### config.mk
export PLATFORM = sky130hd
export DESIGN_NAME = rational_arithmetic_unit
export DESIGN_NICKNAME = d
export VERILOG_FILES = /design/src/rtl/rau_pkg.sv /design/src/rtl/rau_front.sv /design/src/rtl/rau_back.sv /design/src/rtl/rational_arithmetic_unit.sv
export SDC_FILE = /design/constraint.sdc
export NUM_CORES = 2
export LEC_CHECK = 0
export BUFFER_PORTS_ARGS = -buffer_cell sky130_fd_sc_hd__buf_4
export CAP_MARGIN = 20
export CORE_UTILIZATION = 57
export DETAILED_ROUTE_END_ITERATION = 7
export PLACE_DENSITY_LB_ADDON = 0.3
export REMOVE_ABC_BUFFERS = 1
export SYNTH_ARGS = -nofsm -noshare
export SYNTH_HDL_FRONTEND = slang
export SYNTH_SLANG_ARGS = --single-unit
### constraint.sdc
create_clock -name clk -period 22.9 [get_ports clk]
set_input_delay 4.58 -clock clk [delete_from_list [all_inputs] [get_ports clk]]
set_output_delay 4.58 -clock clk [all_outputs]
set_load 0.02 [all_outputs]
### src/rtl/rau_pkg.sv
`default_nettype none
package rau_pkg;
  localparam int OperandWidthDef = 16;
  localparam int ResNumWidth = 33;
  localparam int ResDenWidth = 32;

  typedef enum logic [1:0] {
    FUNC_ADD = 2'd0,
    FUNC_SUB = 2'd1,
    FUNC_MUL = 2'd2,
    FUNC_DIV = 2'd3
  } func_t;

  typedef enum logic [2:0] {
    ST_IDLE,
    ST_MUL,
    ST_SUM,
    ST_GCD,
    ST_DIVN,
    ST_DIVD,
    ST_OUT
  } be_state_t;
endpackage
`default_nettype wire

### src/rtl/rau_front.sv
`default_nettype none
// Substitute zero denominators, flag; two-entry queue to the back end.
module rau_front import rau_pkg::*; #(
  parameter int OperandWidth = OperandWidthDef
) (
  input  wire logic                    clk,
  input  wire logic                    rst,
  input  wire logic                    in_valid,
  output logic                         in_ready,
  input  wire logic [1:0]              in_func,
  input  wire logic [OperandWidth-1:0] in_a_num,
  input  wire logic [OperandWidth-1:0] in_a_den,
  input  wire logic [OperandWidth-1:0] in_b_num,
  input  wire logic [OperandWidth-1:0] in_b_den,
  output logic                         q_valid,
  input  wire logic                    q_ready,
  output logic [1:0]                   q_func,
  output logic [OperandWidth-1:0]      q_a_num,
  output logic [OperandWidth-1:0]      q_a_den,
  output logic [OperandWidth-1:0]      q_b_num,
  output logic [OperandWidth-1:0]      q_b_den,
  output logic                         q_den_zero,
  output logic                         q_div_zero
);
  localparam int EW = 2 + 4 * OperandWidth + 2;
  logic [EW-1:0] mem [2];
  logic          wr_ptr, rd_ptr;
  logic [1:0]    count;
  logic [EW-1:0] entry, head;
  logic [OperandWidth-1:0] ad, bd;
  logic          dz, vz;
  logic          push, pop;

  always_comb begin
    dz = 1'b0;
    ad = in_a_den;
    bd = in_b_den;
    if (in_a_den == '0) begin
      ad = OperandWidth'(1);
      dz = 1'b1;
    end
    if (in_b_den == '0) begin
      bd = OperandWidth'(1);
      dz = 1'b1;
    end
    vz = (in_func == FUNC_DIV) && (in_b_num == '0);
    entry = {in_func, in_a_num, ad, in_b_num, bd, dz, vz};
  end

  assign in_ready = (count != 2'd2);
  assign q_valid  = (count != 2'd0);
  assign push = in_valid && in_ready;
  assign pop  = q_valid && q_ready;
  assign head = mem[rd_ptr];
  assign {q_func, q_a_num, q_a_den, q_b_num, q_b_den, q_den_zero, q_div_zero} = head;

  always_ff @(posedge clk) begin
    if (push) mem[wr_ptr] <= entry;
  end

  always_ff @(posedge clk) begin
    if (rst) begin
      wr_ptr <= 1'b0;
      rd_ptr <= 1'b0;
      count  <= 2'd0;
    end else begin
      if (push) wr_ptr <= ~wr_ptr;
      if (pop)  rd_ptr <= ~rd_ptr;
      count <= count + {1'b0, push} - {1'b0, pop};
    end
  end
endmodule
`default_nettype wire

### src/rtl/rau_back.sv
`default_nettype none
// Cross products, binary gcd, restoring divisions by the gcd, sign fix-up.
module rau_back import rau_pkg::*; #(
  parameter int OperandWidth = OperandWidthDef
) (
  input  wire logic                    clk,
  input  wire logic                    rst,
  input  wire logic                    q_valid,
  output logic                         q_ready,
  input  wire logic [1:0]              q_func,
  input  wire logic [OperandWidth-1:0] q_a_num,
  input  wire logic [OperandWidth-1:0] q_a_den,
  input  wire logic [OperandWidth-1:0] q_b_num,
  input  wire logic [OperandWidth-1:0] q_b_den,
  input  wire logic                    q_den_zero,
  input  wire logic                    q_div_zero,
  output logic                         out_valid,
  input  wire logic                    out_ready,
  output logic [ResNumWidth-1:0]       res_num,
  output logic [ResDenWidth-1:0]       res_den,
  output logic                         operand_den_zero,
  output logic                         divide_by_zero
);
  localparam int PW = 2 * OperandWidth;     // product width
  localparam int MW = PW + 1;               // magnitude width of sums
  localparam int CW = $clog2(MW + 1);

  be_state_t state, state_next;
  logic [1:0]              func;
  logic signed [OperandWidth-1:0] an, ad, bn, bd;
  logic                    dzf, vzf;
  logic signed [PW-1:0]    p0, p1, p2;
  logic                    neg;
  logic [MW-1:0]           mn, md, gx, gy, g;
  logic [CW-1:0]           shift;
  logic [MW-1:0]           quo, rem, dvd;
  logic [CW-1:0]           bit_cnt;
  logic [MW-1:0]           qn;

  always_comb begin
    state_next = state;
    unique case (state)
      ST_IDLE: if (q_valid) state_next = ST_MUL;
      ST_MUL:  state_next = ST_SUM;
      ST_SUM:  state_next = ST_GCD;
      ST_GCD:  if (gy == '0) state_next = ST_DIVN;
      ST_DIVN: if (bit_cnt == '0) state_next = ST_DIVD;
      ST_DIVD: if (bit_cnt == '0) state_next = ST_OUT;
      ST_OUT:  if (out_ready) state_next = ST_IDLE;
      default: state_next = ST_IDLE;
    endcase
  end

  always_comb begin
    q_ready   = (state == ST_IDLE);
    out_valid = (state == ST_OUT);
  end

  always_ff @(posedge clk) begin
    if (rst) state <= ST_IDLE;
    else     state <= state_next;
  end

  logic [MW:0] trial;
  always_comb trial = {rem[MW-1:0], dvd[MW-1]} - {1'b0, g};

  always_ff @(posedge clk) begin
    unique case (state)
      ST_IDLE: if (q_valid) begin
        func <= q_func;
        an <= q_a_num; ad <= q_a_den; bn <= q_b_num; bd <= q_b_den;
        dzf <= q_den_zero; vzf <= q_div_zero;
      end
      ST_MUL: begin
        if (vzf) begin
          p0 <= PW'(an); p1 <= '0; p2 <= PW'(ad);
        end else begin
          unique case (func_t'(func))
            FUNC_ADD, FUNC_SUB: begin p0 <= an * bd; p1 <= bn * ad; p2 <= ad * bd; end
            FUNC_MUL: begin p0 <= an * bn; p1 <= '0; p2 <= ad * bd; end
            default:  begin p0 <= an * bd; p1 <= '0; p2 <= ad * bn; end
          endcase
        end
      end
      ST_SUM: begin : sum_blk
        logic signed [MW-1:0] n;
        n = (func == FUNC_SUB && !vzf) ? MW'(p0) - MW'(p1) : MW'(p0) + MW'(p1);
        mn  <= n[MW-1] ? -n : n;
        md  <= p2[PW-1] ? MW'(-p2) : MW'(p2);
        gx  <= n[MW-1] ? -n : n;
        gy  <= p2[PW-1] ? MW'(-p2) : MW'(p2);
        neg <= (n[MW-1] != p2[PW-1]) && (n != '0);
        shift <= '0;
      end
      ST_GCD: begin
        // binary gcd, one step a cycle; denominator is never zero
        if (gx == '0) begin
          gx <= gy; gy <= '0;
        end else if (gy != '0) begin
          if (!gx[0] && !gy[0]) begin
            gx <= gx >> 1; gy <= gy >> 1; shift <= shift + 1'b1;
          end else if (!gx[0]) gx <= gx >> 1;
          else if (!gy[0]) gy <= gy >> 1;
          else if (gx >= gy) gx <= (gx - gy) >> 1;
          else gy <= (gy - gx) >> 1;
        end
        if (gy == '0 || gx == '0) begin
          dvd <= mn; rem <= '0; bit_cnt <= CW'(MW - 1);
        end
        if (gy == '0) g <= gx << shift;
        else if (gx == '0) g <= gy << shift;
      end
      ST_DIVN, ST_DIVD: begin
        if (bit_cnt == '0 && state == ST_DIVN) begin
          qn <= {dvd[MW-2:0], !trial[MW]};
          dvd <= md; rem <= '0; bit_cnt <= CW'(MW - 1);
        end else begin
          if (!trial[MW]) begin
            rem <= trial[MW-1:0];
            dvd <= {dvd[MW-2:0], 1'b1};
          end else begin
            rem <= {rem[MW-2:0], dvd[MW-1]};
            dvd <= {dvd[MW-2:0], 1'b0};
          end
          if (bit_cnt == '0) quo <= {dvd[MW-2:0], !trial[MW]};
          else bit_cnt <= bit_cnt - 1'b1;
        end
      end
      default: ;
    endcase
  end

  always_comb begin
    res_num = neg ? ResNumWidth'(-qn) : ResNumWidth'(qn);
    res_den = vzf ? ResDenWidth'(1) : ResDenWidth'(quo);
    operand_den_zero = dzf;
    divide_by_zero   = vzf;
  end
endmodule
`default_nettype wire

### src/rtl/rational_arithmetic_unit.sv
// Rational arithmetic unit: a_num/a_den op b_num/b_den, result reduced.
// Input channel: in_valid/in_ready with func (0 add, 1 sub, 2 mul, 3 div)
// and four OPERAND_WIDTH-bit signed operands. Output channel:
// out_valid/out_ready with res_num (signed), res_den (>= 1) and two flags.
// A zero operand denominator is taken as 1 and flagged; divide by a zero
// fraction returns a's reduced numerator over 1 and is flagged.
// Per request: a wait in the queue, set-up (capture, cross products, sum
// and magnitudes), a binary gcd loop, then two restoring divisions by the
// gcd (numerator first, then denominator), then the output state. The gcd
// loop and the shared divider set the rate; one request is worked on at a
// time.
// A two-entry queue in front takes new requests while the back end works.
// When the receiver stalls the result holds on the output and the back end
// waits; the queue keeps accepting until full.
// Reset (rst, synchronous) empties the queue and idles the back end.
`default_nettype none
module rational_arithmetic_unit import rau_pkg::*; #(
  parameter int OPERAND_WIDTH = OperandWidthDef
) (
  input  wire logic                     clk,
  input  wire logic                     rst,
  input  wire logic                     in_valid,
  output logic                          in_ready,
  input  wire logic [1:0]               func,
  input  wire logic [OPERAND_WIDTH-1:0] a_num,
  input  wire logic [OPERAND_WIDTH-1:0] a_den,
  input  wire logic [OPERAND_WIDTH-1:0] b_num,
  input  wire logic [OPERAND_WIDTH-1:0] b_den,
  output logic                          out_valid,
  input  wire logic                     out_ready,
  output logic [ResNumWidth-1:0]        res_num,
  output logic [ResDenWidth-1:0]        res_den,
  output logic                          operand_den_zero,
  output logic                          divide_by_zero
);
  logic q_valid, q_ready, q_dz, q_vz;
  logic [1:0] q_func;
  logic [OPERAND_WIDTH-1:0] q_an, q_ad, q_bn, q_bd;

  rau_front #(.OperandWidth(OPERAND_WIDTH)) u_front (
    .clk, .rst, .in_valid, .in_ready,
    .in_func(func), .in_a_num(a_num), .in_a_den(a_den),
    .in_b_num(b_num), .in_b_den(b_den),
    .q_valid, .q_ready, .q_func, .q_a_num(q_an), .q_a_den(q_ad),
    .q_b_num(q_bn), .q_b_den(q_bd), .q_den_zero(q_dz), .q_div_zero(q_vz)
  );

  rau_back #(.OperandWidth(OPERAND_WIDTH)) u_back (
    .clk, .rst, .q_valid, .q_ready, .q_func, .q_a_num(q_an), .q_a_den(q_ad),
    .q_b_num(q_bn), .q_b_den(q_bd), .q_den_zero(q_dz), .q_div_zero(q_vz),
    .out_valid, .out_ready, .res_num, .res_den, .operand_den_zero,
    .divide_by_zero
  );
endmodule
`default_nettype wire
# After elaboration in Yosys (flattened, before gate mapping)
# Memory sizes are Yosys's and may differ from the RTL's. A register that Yosys moved wholly into a read port is not among the register bits.
# Index checks and enable logic that the tools add are counted.
[op_classes]
n_mul = 4
reduce_logical = 42
bitwise_logic = 4
n_mux = 53
add_sub_neg = 12
order_cmp = 1
n_shift = 2
n_eq_ne = 26
[ops]
columns = ["op", "n"]
rows = [
  ["2-to-1 mux 33 bit", 23],
  ["one-hot mux 33 bit (2 select lines)", 4],
  ["2-to-1 mux 32 bit", 5],
  ["multiplier 16 x 16 -> 32 bit", 4],
  ["zero test 33 bit", 2],
  ["negation 33 bit", 2],
  ["nonzero test 33 bit", 2],
  ["left shift 33 x 6 -> 33 bit", 2],
  ["subtractor 33 bit", 2],
  ["zero test 16 bit", 3],
  ["2-to-1 mux 6 bit", 6],
  ["subtractor 34 x 33 -> 34 bit", 1],
  ["adder 32 x 32 -> 33 bit", 1],
  ["greater-or-equal comparator 33 bit", 1],
  ["negation 32 -> 33 bit", 1],
  ["subtractor 32 x 32 -> 33 bit", 1],
  ["2-to-1 mux 16 bit", 2],
  ["one-hot mux 6 bit (2 select lines)", 2],
  ["one-hot mux 3 bit (7 select lines)", 1],
  ["2-to-1 mux 3 bit", 5],
  ["!= test 5 bit, second input constant", 3],
  ["!= test 2 x 1 -> 1 bit, second input constant", 7],
  ["AND reduction 4 bit", 3],
  ["AND reduction 2 bit", 5],
  ["27 further kinds", 56],
]
[word_totals]
elab_cells = 166
mem_bits_rw = 136
register_bits = 412
memories = 1
[mem_list]
columns = ["name", "words", "word_bits", "read_ports", "rd_ports_with_merged_regs", "write_ports", "line", "source"]
rows = [
  ["u_front.mem", 2, 68, 1, 1, 1, "rau_front.sv:26", "logic [EW-1:0] mem [2];"],
]

# Longest topological paths before layout
[depth]
ltp_word = 8
mapped_depth = 26

# Cells and area by module
# A second synthesis with hierarchy kept.
[unflattened]
hier_cells = 7723
area_unflattened_um2 = 75498.7
[modules_own_cells]
columns = ["module", "seq_area_each_um2", "cells_per_inst", "area_each_um2", "instances"]
rows = [
  ["rau_back", 14263.7, 7437, 70040.9, 1],
  ["rau_front", 4184.0, 286, 5457.7, 1],
]

# Least setup slack after synthesis
# Ideal clock, no wire load.
[synth_path]
path_type = "register -> register"
startpoint = "reg u_back.state[2]"
endpoint = "reg u_front.count[1]"
synth_period_minus_slack_ps = 8856
setup_ps = 115
setup_slack_ps = 14044
t_arrival_ps = 8741
path_stages_with_launch = 9
cell_sequence = "dfxtp_1 > clkbuf_1 > nor4_1 > ha_1 > inv_1 > ha_1 > xor2_1 > xnor2_1 > nor2_1"
[synth_between]
elab_chain_cells = 3
[synth_rtl]
columns = ["item", "line", "source"]
rows = [
  ["start: declaration", "rau_back.sv:28", "be_state_t state, state_next;"],
  ["start signal: assignment", "rau_back.sv:61", "else state <= state_next;"],
  ["zero test 3 bit", "rau_back.sv:55", "q_ready = (state == ST_IDLE);"],
  ["logical AND 1 bit", "rau_front.sv:53", "assign pop = q_valid && q_ready;"],
  ["net u_front.pop", "rau_front.sv:32", "logic push, pop;"],
  ["subtractor 2 x 1 -> 2 bit", "rau_front.sv:69", "count <= count + {1'b0, push} - {1'b0, pop};"],
  ["end signal: assignment", "rau_front.sv:69", ""],
  ["end: declaration", "rau_front.sv:28", "logic [1:0] count;"],
]
# The timed path passes the listed nets, and every way through them passes these cells.
# A chain may end at the register's enable or synchronous reset.

# Worst setup path in the final report
[layout_path]
startpoint = "reg u_back.qn[3]"
endpoint = "out res_num[32]"
[layout_between]
elab_chain_cells = 2
[layout_rtl]
columns = ["item", "line", "source"]
rows = [
  ["start: declaration", "rau_back.sv:38", "logic [MW-1:0] qn;"],
  ["start signal: assignment", "rau_back.sv:115", "qn <= {dvd[MW-2:0], !trial[MW]};"],
  ["negation 33 bit", "rau_back.sv:134", "res_num = neg ? ResNumWidth'(-qn) : ResNumWidth'(qn);"],
  ["2-to-1 mux 33 bit", "rau_back.sv:134", ""],
  ["end: declaration", "rational_arithmetic_unit.sv:31", "output logic [ResNumWidth-1:0] res_num,"],
]
# Every way passes these cells.

==> flow_metrics.tcl <==
set metrics [dict create \
    cts_buffer_depth 3 \
    chipWidth_um 365 \
    finish.utilization 0.615 \
    crit_top_cell "or3_1" \
    avgSynthCellArea_um2 9.73 \
    startpoint "u_back.qn[3]" \
    cts_inserted_buffers 72 \
    synthAdderAreaFrac 0.358 \
    drv_slew 0 \
    routed_wl_mm 204 \
    ctsHoldBuffers 0 \
    clk_latency_ns 0.69 \
    drc_errors 0 \
    synth-seq-cells 616 \
    cts.sink_count 616 \
    worstPathCellList "or4_1 > or3_1 > or4_1 > or3_1 > or3_1 > or3_1 > o41ai_1 > xnor2_1 > buf_4" \
    setup-violations-final 0 \
    synth-seq-area-share 0.245 \
    hold_path.class "reg -> reg" \
    yosys.area_share.simple 0.140 \
    arrival_ns 4.43 \
    r2r-end "u_back.p0[28]" \
    nets 9235 \
    synthCells 7734 \
    ant_nets 0 \
    rr_startpoint "u_back.an[8]" \
    rsz0062_at_grt "no" \
    synth_top_family_by_area "adder cells" \
    crit_fanout 5 \
    drive_above_1_share 0.0674 \
    dieArea_um2 134000 \
    postCtsSetupBuffers 0 \
    critical_path_required_ns 18.32 \
    async_flop_share 0 \
    crit_type "reg -> out" \
    min_period_ns 9.01 \
    num_vias 55300 \
    synth.distinct_cells 91 \
    start_util 0.578 \
    crit_path_end_kind "output port" \
    synth_xor_area_frac 0.0425 \
    coreArea_um2 130000 \
    grt_max_degree 79 \
    synth_mux_area_frac 0.0261 \
    synth_edf_count 609 \
    max_freq_ghz 0.111 \
    maxCapViolCount 0 \
    ioPinCount 139 \
    antenna_found_initial 7 \
    dr.pass1.iters 6 \
    maxSlewHeadroom 0.297 \
    rrSetupSlack_ns 14.99 \
    grt_overflow 0 \
    yosys_warnings 0 \
    reg2reg_depth 20 \
    cp_slowest_cell "or4_1" \
    cts_root_buf "clkbuf_16" \
    numPortBuffers 138 \
    hold_violations 0 \
    grt_pass1_vias 57500 \
    grt_use_total 0.313 \
    syn_area_um2 75300 \
    worst_pin_slew_ns 1.05 \
    syn2layout_area_growth_pct 6.50 \
    startpoint_type "register" \
    dp_hpwl_mm 156 \
    synth_compound_area_frac 0.103 \
    grt_pass1_wl_mm 321 \
    cts_htree_levels 3 \
    period_share 0.394 \
    postCtsResizedCells 0 \
    num_rows 132 \
    skew_ns 0.0329 \
    tns_ns 0 \
    synth_ff_type "edfxtp_1" \
    detail_route.vias_per_cell 5.86 \
    routabilityCongestion 1.02 \
    routedWlPerCell_um 21.6 \
    cts_tree "yes" \
    critPathCapture "res_num[32]" \
    status "complete, no violations" \
    cpPeakStageDelay_ns 0.58 \
    clk_pin_slew_ns 0.06 \
    drt_iter0_drc 4795 \
    die_h_um 365 \
]
area by class of cell:
class,instances,area [um2]
antenna,2,5.00
clock buffer,87,1900
clock inverter,39,347
fill,10800,50100
inverter,1323,4970
multi-input combinational,5392,50400
sequential,616,18400
tap,1742,2180
timing repair buffer,240,1890
cells by family after synthesis:
family / count (synthesis)
compound gates: 1183
fa+ha+maj: 1520
xor+xnor: 363
other cells: 1
mux: 180
buf+inv: 1727
simple gates: 2144
flops: 616
worst min-delay path by stage:
stage | start | to | cells after the start
finish | u_back.dvd[10] | u_back.quo[11] | 0
global route | u_back.dvd[10] | u_back.quo[11] | 0
CTS | u_back.dvd[10] | u_back.qn[11] | 0
detailed placement | u_back.dvd[10] | u_back.quo[11] | 0
global placement | u_back.dvd[18] | u_back.qn[19] | 0
floorplan | u_back.dvd[31] | u_back.qn[32] | 0
critical path, delay by kind of cell, from the launching register on:
kind                   cells  cell delay [ns]
XOR/XNOR                   1             0.17
AO/OA/AOI/OAI              1             0.37
buffers and inverters      1             0.16
AND/OR/NAND/NOR            6             2.62
flip-flops                 1             0.44
synth_stat cells, drive strengths merged (11+ instances only):
master,number,share of area
a211oi,74,0.0074
a21boi,12,0.0012
buf,32,0.0018
fa,1052,0.28
o31ai,40,0.0040
o31a,15,0.0017
o41ai,18,0.0021
or2,28,0.0024
nand3,74,0.0049
nand4,36,0.0030
nor3,71,0.0049
o21a,62,0.0062
or3,29,0.0024
edfxtp,609,0.24
clkbuf,372,0.019
xor2,108,0.013
nor4,50,0.0042
nor3b,11,0.0011
mux2i,86,0.011
mux2,90,0.013
a221oi,22,0.0026
nand2,756,0.038
nand2b,52,0.0043
a211o,14,0.0016
xnor2,255,0.030
inv,1319,0.066
and3,29,0.0024
and2,518,0.043
or4,14,0.0015
o21ai,279,0.019
a21o,110,0.011
nor2,383,0.019
a22oi,24,0.0024
o21bai,36,0.0036
a21oi,305,0.020
ha,468,0.078
nor2b,63,0.0052
o211ai,13,0.0013
a222oi,17,0.0023
a31oi,41,0.0040
metrics by stage:
step	std cells	hold WS (ns)	instance area, um2	worst slack (ns)
floorplan	7331	0.426	73700	14.09
global placement	9306	0.460	77800	14.70
detailed placement	9307	0.463	77800	14.59
CTS	9433	0.475	80000	13.84
global route	9439	0.492	80200	13.71
finish	9441	0.474	80200	13.89
layer usage:
metal | vias to the layer above | share of wire | GRT usage | routed length (um)
met5 | - | 0.00029 | 0 | 60
met4 | 10 | 0.054 | 0.156 | 10900
met1 | 27500 | 0.40 | 0.398 | 80800
li1 | 24900 | - | - | -
met2 | 2304 | 0.47 | 0.517 | 96300
met3 | 526 | 0.077 | 0.0540 | 15700
registers in the layout (all words and copies together) (netlist names), 16 cells and up:
register / count
u_back.an: 16
u_back.quo: 32
u_back.g: 33
u_back.md: 33
u_back.p2: 32
u_back.p0: 32
u_back.gy: 33
u_back.gx: 33
u_back.p1: 32
u_back.mn: 33
u_back.dvd: 33
u_back.ad: 16
u_front.mem: 136
u_back.qn: 33
u_back.bn: 16
u_back.bd: 16
u_back.rem: 33
cell usage in the layout, fill, tap and decap left out, types with 14 or more instances in the layout:
cell / count
a211oi_1: 74
nor4_1: 47
fa_1: 1052
ha_1: 468
clkbuf_16: 73
clkinv_2: 14
or2_2: 26
buf_4: 233
a21o_1: 110
inv_1: 1318
or3_1: 29
o41ai_1: 18
o21bai_1: 36
a222oi_1: 17
a21oi_1: 304
nand2_1: 754
nor3_1: 67
a221oi_1: 22
and3_1: 28
o31a_1: 15
nand2b_1: 51
edfxtp_1: 609
nand4_1: 36
nor2b_1: 62
o21ai_0: 277
xnor2_1: 255
nand3_1: 74
o21a_1: 62
mux2i_1: 86
o31ai_1: 40
a22oi_1: 24
nor2_1: 377
a211o_1: 14
and2_1: 516
a31oi_1: 38
xor2_1: 105
mux2_2: 90
Power is not shown: default switching activity piles up to over one toggle a cycle in this logic, so the estimate is an artifact.
